[src/tria_pkg.sv]
// ---------------------------------------------------------------------------
// tria_pkg: shared constants for the two-resource interval assigner
// Result field widths and status codes used by the top level and its checker.
// ---------------------------------------------------------------------------
package tria_pkg;

    localparam int POS_WIDTH    = 6;
    localparam int STATUS_WIDTH = 2;

    typedef logic [STATUS_WIDTH-1:0] status_t;

    localparam status_t STATUS_ASSIGNED   = 2'd0;
    localparam status_t STATUS_IMPOSSIBLE = 2'd1;
    localparam status_t STATUS_OVERFLOW   = 2'd2;

endpackage

[src/two_resource_interval_assigner.sv]
// ---------------------------------------------------------------------------
// two_resource_interval_assigner
// Collects a set of intervals, ranks them by start then finish, assigns each
// greedily to one of two resources and reports the assignment in input order.
// ---------------------------------------------------------------------------
// Usage: a set of n intervals is loaded at one word per cycle; the word with
// last_item high closes it, and no input is taken until every result of the
// set has been delivered. Processing runs from one single-port read memory of
// keys: each interval's sorted rank is found by comparing it against all n
// keys in turn, so the ranking pass is the longest step; it is followed by
// the greedy assignment pass and then one result word per interval, each
// of which can be held by output stall. An impossible set or a set that
// exceeded MAX_INTERVALS gives a single status word instead of per-interval
// results.
module two_resource_interval_assigner #(
    parameter int MAX_INTERVALS = 64,
    parameter int TIME_WIDTH    = 16
) (
    input  logic                                 clk,
    input  logic                                 rst_n,
    input  logic                                 in_valid,
    output logic                                 in_ready,
    input  logic [TIME_WIDTH-1:0]                start_time,
    input  logic [TIME_WIDTH-1:0]                finish_time,
    input  logic                                 last_item,
    output logic                                 out_valid,
    input  logic                                 out_ready,
    output logic [tria_pkg::POS_WIDTH-1:0]       position,
    output logic                                 resource,
    output logic [tria_pkg::STATUS_WIDTH-1:0]    status,
    output logic                                 last_result
);

    localparam int AW = (MAX_INTERVALS > 1) ? $clog2(MAX_INTERVALS) : 1;
    localparam int CW = $clog2(MAX_INTERVALS + 1);
    localparam int KW = 2 * TIME_WIDTH;

    localparam logic [3:0] ST_LOAD   = 4'd0;
    localparam logic [3:0] ST_R_KEY  = 4'd1;
    localparam logic [3:0] ST_R_LAT  = 4'd2;
    localparam logic [3:0] ST_R_SCAN = 4'd3;
    localparam logic [3:0] ST_R_DONE = 4'd4;
    localparam logic [3:0] ST_A_ORD  = 4'd5;
    localparam logic [3:0] ST_A_KEY  = 4'd6;
    localparam logic [3:0] ST_A_EVAL = 4'd7;
    localparam logic [3:0] ST_O_RD   = 4'd8;
    localparam logic [3:0] ST_O_LOAD = 4'd9;
    localparam logic [3:0] ST_O_WAIT = 4'd10;

    // Memories: keys as {start, finish}, sorted order, resource bits.
    logic [KW-1:0] key_mem    [MAX_INTERVALS];
    logic [AW-1:0] order_mem  [MAX_INTERVALS];
    logic          assign_mem [MAX_INTERVALS];

    logic [3:0]            state_reg, state_next;
    logic [CW-1:0]         count_reg, count_next;
    logic                  ovf_reg, ovf_next;
    logic [CW-1:0]         i_reg, i_next;
    logic [CW-1:0]         j_reg, j_next;
    logic [AW-1:0]         rank_reg, rank_next;
    logic                  cmp_valid_reg, cmp_valid_next;
    logic [CW-1:0]         cmp_idx_reg, cmp_idx_next;
    logic [KW-1:0]         key_i_reg, key_i_next;
    logic [AW-1:0]         idx_reg, idx_next;
    logic [TIME_WIDTH-1:0] free0_reg, free0_next;
    logic [TIME_WIDTH-1:0] free1_reg, free1_next;
    logic                  out_valid_reg, out_valid_next;
    logic [tria_pkg::POS_WIDTH-1:0] pos_reg, pos_next;
    logic                  res_reg, res_next;
    tria_pkg::status_t     status_reg, status_next;
    logic                  out_last_reg, out_last_next;

    logic [KW-1:0]         key_rd_reg;
    logic [AW-1:0]         order_rd_reg;
    logic                  assign_rd_reg;
    logic [AW-1:0]         key_raddr;
    logic                  key_we, order_we, assign_we;
    logic                  assign_wdata;
    logic                  in_fire, out_fire, key_less;
    logic [TIME_WIDTH-1:0] cur_start, cur_finish;

    assign in_ready    = (state_reg == ST_LOAD);
    assign out_valid   = out_valid_reg;
    assign position    = pos_reg;
    assign resource    = res_reg;
    assign status      = status_reg;
    assign last_result = out_last_reg;

    assign in_fire  = in_valid && in_ready;
    assign out_fire = out_valid_reg && out_ready;

    assign cur_start  = key_rd_reg[KW-1:TIME_WIDTH];
    assign cur_finish = key_rd_reg[TIME_WIDTH-1:0];

    // Stable ordering: smaller key first, equal keys by input position.
    assign key_less = (key_rd_reg < key_i_reg)
                   || ((key_rd_reg == key_i_reg) && (cmp_idx_reg < i_reg));

    // Key memory read address.
    always_comb
    begin
        case (state_reg)
            ST_R_KEY:  key_raddr = i_reg[AW-1:0];
            ST_A_KEY:  key_raddr = order_rd_reg;
            default:   key_raddr = j_reg[AW-1:0];
        endcase
    end

    assign key_we       = in_fire && (count_reg != CW'(MAX_INTERVALS));
    assign order_we     = (state_reg == ST_R_DONE);
    assign assign_we    = (state_reg == ST_A_EVAL) && (cur_start >= free0_reg
                                                    || cur_start >= free1_reg);
    assign assign_wdata = !(cur_start >= free0_reg);

    // Memory ports, one write and one registered read each.
    always_ff @(posedge clk)
    begin
        if (key_we)
        begin
            key_mem[count_reg[AW-1:0]] <= {start_time, finish_time};
        end
        key_rd_reg <= key_mem[key_raddr];
    end

    always_ff @(posedge clk)
    begin
        if (order_we)
        begin
            order_mem[rank_reg] <= i_reg[AW-1:0];
        end
        order_rd_reg <= order_mem[i_reg[AW-1:0]];
    end

    always_ff @(posedge clk)
    begin
        if (assign_we)
        begin
            assign_mem[idx_reg] <= assign_wdata;
        end
        assign_rd_reg <= assign_mem[i_reg[AW-1:0]];
    end

    // Sequencer: load, rank, assign, report.
    always_comb
    begin
        state_next     = state_reg;
        count_next     = count_reg;
        ovf_next       = ovf_reg;
        i_next         = i_reg;
        j_next         = j_reg;
        rank_next      = rank_reg;
        cmp_valid_next = 1'b0;
        cmp_idx_next   = j_reg;
        key_i_next     = key_i_reg;
        idx_next       = idx_reg;
        free0_next     = free0_reg;
        free1_next     = free1_reg;
        out_valid_next = out_valid_reg;
        pos_next       = pos_reg;
        res_next       = res_reg;
        status_next    = status_reg;
        out_last_next  = out_last_reg;

        // Rank accumulates one compare per cycle during the scan.
        if (cmp_valid_reg && key_less)
        begin
            rank_next = rank_reg + AW'(1);
        end

        unique case (state_reg)
            ST_LOAD:
            begin
                if (in_fire)
                begin
                    if (key_we)
                    begin
                        count_next = count_reg + CW'(1);
                    end
                    else
                    begin
                        ovf_next = 1'b1;
                    end
                    if (last_item)
                    begin
                        if (ovf_reg || !key_we)
                        begin
                            out_valid_next = 1'b1;
                            pos_next       = '0;
                            res_next       = 1'b0;
                            status_next    = tria_pkg::STATUS_OVERFLOW;
                            out_last_next  = 1'b1;
                            state_next     = ST_O_WAIT;
                        end
                        else
                        begin
                            i_next     = '0;
                            state_next = ST_R_KEY;
                        end
                    end
                end
            end
            ST_R_KEY:
            begin
                state_next = ST_R_LAT;
            end
            ST_R_LAT:
            begin
                key_i_next = key_rd_reg;
                j_next     = '0;
                rank_next  = '0;
                state_next = ST_R_SCAN;
            end
            ST_R_SCAN:
            begin
                if (j_reg == count_reg)
                begin
                    state_next = ST_R_DONE;
                end
                else
                begin
                    cmp_valid_next = 1'b1;
                    j_next         = j_reg + CW'(1);
                end
            end
            ST_R_DONE:
            begin
                if (i_reg + CW'(1) == count_reg)
                begin
                    i_next     = '0;
                    free0_next = '0;
                    free1_next = '0;
                    state_next = ST_A_ORD;
                end
                else
                begin
                    i_next     = i_reg + CW'(1);
                    state_next = ST_R_KEY;
                end
            end
            ST_A_ORD:
            begin
                state_next = ST_A_KEY;
            end
            ST_A_KEY:
            begin
                idx_next   = order_rd_reg;
                state_next = ST_A_EVAL;
            end
            ST_A_EVAL:
            begin
                if (cur_start >= free0_reg)
                begin
                    free0_next = cur_finish;
                end
                else if (cur_start >= free1_reg)
                begin
                    free1_next = cur_finish;
                end
                if (!assign_we)
                begin
                    out_valid_next = 1'b1;
                    pos_next       = '0;
                    res_next       = 1'b0;
                    status_next    = tria_pkg::STATUS_IMPOSSIBLE;
                    out_last_next  = 1'b1;
                    state_next     = ST_O_WAIT;
                end
                else if (i_reg + CW'(1) == count_reg)
                begin
                    i_next     = '0;
                    state_next = ST_O_RD;
                end
                else
                begin
                    i_next     = i_reg + CW'(1);
                    state_next = ST_A_ORD;
                end
            end
            ST_O_RD:
            begin
                state_next = ST_O_LOAD;
            end
            ST_O_LOAD:
            begin
                out_valid_next = 1'b1;
                pos_next       = tria_pkg::POS_WIDTH'(i_reg);
                res_next       = assign_rd_reg;
                status_next    = tria_pkg::STATUS_ASSIGNED;
                out_last_next  = (i_reg + CW'(1) == count_reg);
                state_next     = ST_O_WAIT;
            end
            ST_O_WAIT:
            begin
                if (out_fire)
                begin
                    out_valid_next = 1'b0;
                    if (out_last_reg)
                    begin
                        count_next = '0;
                        ovf_next   = 1'b0;
                        state_next = ST_LOAD;
                    end
                    else
                    begin
                        i_next     = i_reg + CW'(1);
                        state_next = ST_O_RD;
                    end
                end
            end
            default:
            begin
                state_next = ST_LOAD;
            end
        endcase
    end

    // Control registers.
    always_ff @(posedge clk or negedge rst_n)
    begin
        if (!rst_n)
        begin
            state_reg     <= ST_LOAD;
            count_reg     <= '0;
            ovf_reg       <= 1'b0;
            cmp_valid_reg <= 1'b0;
            out_valid_reg <= 1'b0;
            free0_reg     <= '0;
            free1_reg     <= '0;
        end
        else
        begin
            state_reg     <= state_next;
            count_reg     <= count_next;
            ovf_reg       <= ovf_next;
            cmp_valid_reg <= cmp_valid_next;
            out_valid_reg <= out_valid_next;
            free0_reg     <= free0_next;
            free1_reg     <= free1_next;
        end
    end

    // Datapath registers.
    always_ff @(posedge clk)
    begin
        i_reg        <= i_next;
        j_reg        <= j_next;
        rank_reg     <= rank_next;
        cmp_idx_reg  <= cmp_idx_next;
        key_i_reg    <= key_i_next;
        idx_reg      <= idx_next;
        pos_reg      <= pos_next;
        res_reg      <= res_next;
        status_reg   <= status_next;
        out_last_reg <= out_last_next;
    end

endmodule

[config.mk]
export PLATFORM = sky130hd
export DESIGN_NAME = two_resource_interval_assigner
export DESIGN_NICKNAME = d
export VERILOG_FILES = /design/src/tria_pkg.sv /design/src/two_resource_interval_assigner.sv
export SDC_FILE = /design/constraint.sdc
export NUM_CORES = 2
export LEC_CHECK = 0
export CAP_MARGIN = 10
export CORE_MARGIN = 8
export CORE_UTILIZATION = 70
export CTS_BUF_LIST = sky130_fd_sc_hd__clkbuf_4 sky130_fd_sc_hd__clkbuf_8
export CTS_CLUSTER_DIAMETER = 80
export DETAILED_ROUTE_END_ITERATION = 7
export DONT_BUFFER_PORTS = 1
export GPL_TIMING_DRIVEN = 0
export PLACE_DENSITY = 0.95
export SYNTH_ARGS = -nofsm -noshare
export SYNTH_HDL_FRONTEND = slang
export SYNTH_SLANG_ARGS = --single-unit
[constraint.sdc]
create_clock -name clk -period 6 [get_ports clk]
set_input_delay 0.3 -clock clk [delete_from_list [all_inputs] [get_ports clk]]
set_output_delay 0.3 -clock clk [all_outputs]
set_load 0.05 [all_outputs]
==> summary.txt, run 1 <==
STA
  – Worst_ep kind: register input
  – GR repair worst EP: key_rd_reg[5]$_DFF_P_/D

Floorplan
  – Initial core utilization: 70.24%
  – FP Rows: about 140
  – Die X: 403.0 um
  – Die Height: 403.0 um
  – IO Count: 49

Synthesis
  – Seq/Total Area, Yosys: between 70% and 80%
  – Top_reg_cell synth: edfxtp_1
  – Ys Warns: 0
  – Most common cell in the netlist: edfxtp_1
  – Distinct cells, synth: 71
  – Synth top area cells: edfxtp_1 73%, nand2_1 5.0%, mux4_2 3.4%
  – Top cell type's share of synthesized area: 73.28%
  – Post-synth EDFFs: 2558
  – Synth cell count leaders: 2558 x edfxtp_1, 1383 x nand2_1, 606 x a21oi_1
  – Cell Area, Synth: 104800 um^2
  – Syn_nets: around 7100
  – Largest area contributor in the netlist: edfxtp_1
  – Async S/R FF share, synth: under 10%
  – Synthesized area per cell: 14.98 um^2
  – Cells after Synth: around 7000
  – #FFs+latches synth: 2656

Place
  – Routability cong.: 1.074
  – DP HPWL: 252500 um
  – Placed instance area: 109500 um^2
  – Placed cell count: 9034
  – IO Port Bufs: 0

Clock tree
  – Clk root buf: clkbuf_8
  – CTS H-tree depth: 5
  – Total CTS buffers: 405
  – # resized after CTS: 0
  – Worst-case clock buffer depth: 4
  – Clock Sinks: 2656

GRT
  – Overall routing resource usage: 66.51%
  – Largest net degree at the start of global routing: 69
  – Initial antenna violation count: 90
  – Overflow after GRT: 13

Run status
  – Status: stopped before the end
  – Stopping stage: 5_1_grt
  – Error: [ERROR GRT-0232] Routing congestion too high. Check the congestion heatmap in the GUI.
[what timing repair did]
item                                     CTS
endpoints found under the hold margin   2113
hold buffers                              72
endpoints found under the setup margin     0
buffers inserted                           0
[routing by layer]
metal,overflow,track usage [%]
met4,9,62.34
met2,2,76.89
met3,0,61.45
met5,0,46.73
met1,2,64.05
[logic make-up after synthesis]
group,after synthesis,synth area share [%]
AO/OA/AOI/OAI,1095,6.418
flip-flops,2656,75.37
buffers and inverters,508,2.125
XOR/XNOR,25,0.2089
multiplexers,410,5.813
adder cells (fa/ha/maj),75,0.8952
AND/OR/NAND/NOR,2230,9.168
[through the flow]
step	util (%)	worst slack, ps
after CTS	79.38	40.20
after detailed placement	73.38	223.8
after global placement	71.87	-601.8
after floorplan	-	2131
==> inputs of run 2 (changes only) <==
Settings changed: CORE_UTILIZATION 70 to 40, CTS_BUF_LIST sky130_fd_sc_hd__clkbuf_4 sky130_fd_sc_hd__clkbuf_8 to default, CTS_CLUSTER_DIAMETER 80 to default, PLACE_DENSITY 0.95 to default, PLACE_DENSITY_LB_ADDON from default to 0.15.
==> run 2 against run 1 <==
  * The flow now finishes, with violations (capacitance limit, slew limit, setup timing)
  * Synthesized cell count is the same
  * Synthesized area is the same
==> summary.txt, run 2 <==
Run status
  – Failing checks: capacitance limit, slew limit, setup timing
  – Status: complete, but fails checks

Synthesis
  – Top_reg_cell synth: edfxtp_1
  – Synth top area cells: edfxtp_1 73%, nand2_1 5.0%, mux4_2 3.4%
  – Simple-Gate Fraction of Synth Area: 9.168%
  – Distinct cells, synth: 71
  – Async S/R FF share, synth: 1.732%
  – Post-synth EDFFs: ~2600
  – Ys Warns: 0
  – Top cell type's share of synthesized area: 73.28%
  – Synth Area in Compound Gates: approximately 6.4%
  – Synthesized area per cell: 14.98 um^2
  – Mux contribution to synthesized area: under 10%
  – Cell Area, Synth: around 100000 um^2
  – Synth Area in XOR/XNOR: 0.2089%
  – Seq/Total Area, Yosys: approximately 75%
  – Largest area contributor in the netlist: edfxtp_1
  – Adder-Cell Fraction of Synth Area: less than 1%
  – Most common cell in the netlist: edfxtp_1
  – Syn_nets: 7111
  – Synth cell count leaders: 2558 x edfxtp_1, 1383 x nand2_1, 606 x a21oi_1
  – #FFs+latches synth: 2656
  – Largest family of logic cells by synthesized area: simple AND/OR/NAND/NOR gates
  – Cells after Synth: 6999

Clock tree
  – Worst-case clock buffer depth: 4
  – CTS tree: built
  – Clock Pin Slew Worst Setup and Hold Paths: 50 ps
  – Post-CTS Setup Inserts: 0
  – Clock insertion delay at the later pin of the skew report: 890 ps
  – Clock Sinks: 2656
  – CTS H-tree depth: 5
  – Clk root buf: clkbuf_16
  – Total CTS buffers: between 200 and 300

Route
  – Routed vias/inst: slightly above 6
  – Routed wire length: about 400000 um
  – DRT iter0 DRCs: 10522
  – Residual DRC: 0
  – WL per Instance: between 30 and 40 um
  – Vias: 68098
  – Final ANT Viol Nets: 0
  – DRT Pass-1 Iters: 8

Final layout
  – Fillers: 22849
  – Max reg flops: 2048
  – Most common cell after layout, fill and taps aside: edfxtp_1
  – Area growth from synthesis to layout: 16.87%
  – Most frequent cells in the layout: 2558 x edfxtp_1, 1383 x nand2_1, 606 x a21oi_1
  – Fraction of layout cells with a size suffix above 1: 12.75%
  – Total Nets Final: roughly 7600
  – Cell area after layout: approximately 120000 um^2

Floorplan
  – Die X: 527.9 um
  – Die area: 278700 um^2
  – IO Count: 49
  – FP Rows: 188
  – Core box area: 261600 um^2
  – Die Height: 527.9 um
  – Initial core utilization: between 40% and 50%

STA
  – Max-Slew Margin vs Limit: -0.6566%
  – Setup TNS Final: -144.2 ps
  – Fmax: ~160 MHz
  – Worst Clk Skew: 64.73 ps
  – Slew Viols, Final: 7
  – Worst slew pin tran: 1504 ps
  – Setup ws final: -103.7 ps
  – Final hold violation count: 0
  – Final period utilization: 101.7%
  – Hold slack final: around 60 ps
  – Setup violations, final: 2
  – Period minus WS final: 6104 ps
  – RSZ-0062 raised after global routing: no

Setup path
  – Data required time of the worst path: 6610 ps
  – CP endpoint kind: flop
  – Worst setup startpoint: state_reg[1]
  – RR Startpoint: state_reg[1]
  – CP max FO: 10
  – Startpoint type of the worst setup path: flop
  – Crit path DAT: between 6000 and 7000 ps
  – R2R Path End: key_rd_reg[14]
  – CP Class: flop to flop
  – R2r setup slk: -100 ps
  – Reg2Reg Depth: 10

Power
  – Worst vdd ir: 234.7 uV
  – Total power: about 38 mW
  – LEAKAGE: 39.31 nW
  – P per Cell Area: between 300 and 400 nW/um^2

Run
  – Max cap viols: 1

GRT
  – Overall routing resource usage: 27.48%
  – Largest net degree at the start of global routing: 69
  – Overflow after GRT: 0
  – First-pass GRT wire length: ~530000 um
  – Vias in the first global route: 63732
  – Initial antenna violation count: 40

Place
  – IO Port Bufs: 0
  – Placed instance area: 112100 um^2
  – Routability cong.: roughly 0.95
  – Dpl ws: 165.8 ps
  – DP HPWL: 269000 um

Hold path
  – Hold/Removal Path Class: primary input to asynchronous set/reset pin
run 2: cell type report:
type	instances	area (um^2)	share of cell area, %
clock inverters	142	1122	0.9162
well taps	3515	4398	3.590
plain buffers	423	1914	1.563
flip-flops and latches	2656	79010	64.49
inverters	85	319.1	0.2605
repair buffers	199	3811	3.111
clock buffers	370	7800	6.367
diodes	17	42.54	0.03473
multi-input cells	3835	24090	19.66
run 2: worst max-delay path by stage:
stage                           endpoint  slack (ps)
final                     key_rd_reg[14]        -100
after global routing      key_rd_reg[31]          20
after CTS                  key_rd_reg[3]         100
after detailed placement   key_rd_reg[3]         170
after global placement    key_rd_reg[19]       -1960
after floorplan              rank_reg[4]        2130
run 2: kinds of logic (layout without fill, tap and decap cells):
kind of cell	after synthesis	count (layout)
flip-flops	2656	2656
XOR/XNOR	25	25
AO/OA/AOI/OAI	1095	1095
other	0	17
AND/OR/NAND/NOR	2230	2230
multiplexers	410	410
buffers and inverters	508	1219
adder cells (fa/ha/maj)	75	75
run 2: metal layers:
layer / wire length [um] / part of all wire [%] / track usage (%) / up-vias
met5: 326 / 0.082 / 0 / -
met4: 20860 / 5.3 / 11.94 / 16
met3: 47960 / 12 / 7.697 / 905
met2: 173700 / 44 / 41.45 / 4479
met1: 153000 / 39 / 37.41 / 34958
li1: - / - / - / 27740
run 2: per-stage QoR:
step	instances	utilization [%]
global route	11229	46.82
global placement	10514	41.76
floorplan	6999	-
CTS	11214	46.76
finish	11242	46.83
detailed placement	10631	42.85
run 2: worst max-delay path, cell delays in order (launching register included):
cell and delay [ps]:
dfrtp_1 470, or4b_1 590, buf_2 190, and3_1 220, o22ai_1 1070, nor2_1 580, clkbuf_1 560, buf_2 400
nand3_1 130, nand4_1 430, o41ai_1 1170
run 2: repair_timing:
| item | 4_1_cts | 5_1_grt |
|---|---|---|
| hold endpoints to repair | 2103 | 0 |
| resized for setup | 0 | 3 |
| endpoints found under the setup margin | 0 | 2 |
| hold buffers | 71 | 0 |
run 2: report_power, final:
part | switching (mW) | internal [mW] | total (mW)
Sequential | 0.000776 | 20.2 | 20.2
Combinational | 0.292 | 0.0827 | 0.375
Clock | 7.45 | 9.75 | 17.2
Total | 7.74 | 30.1 | 37.8
No activity file was read; power rests on OpenSTA's default activity.
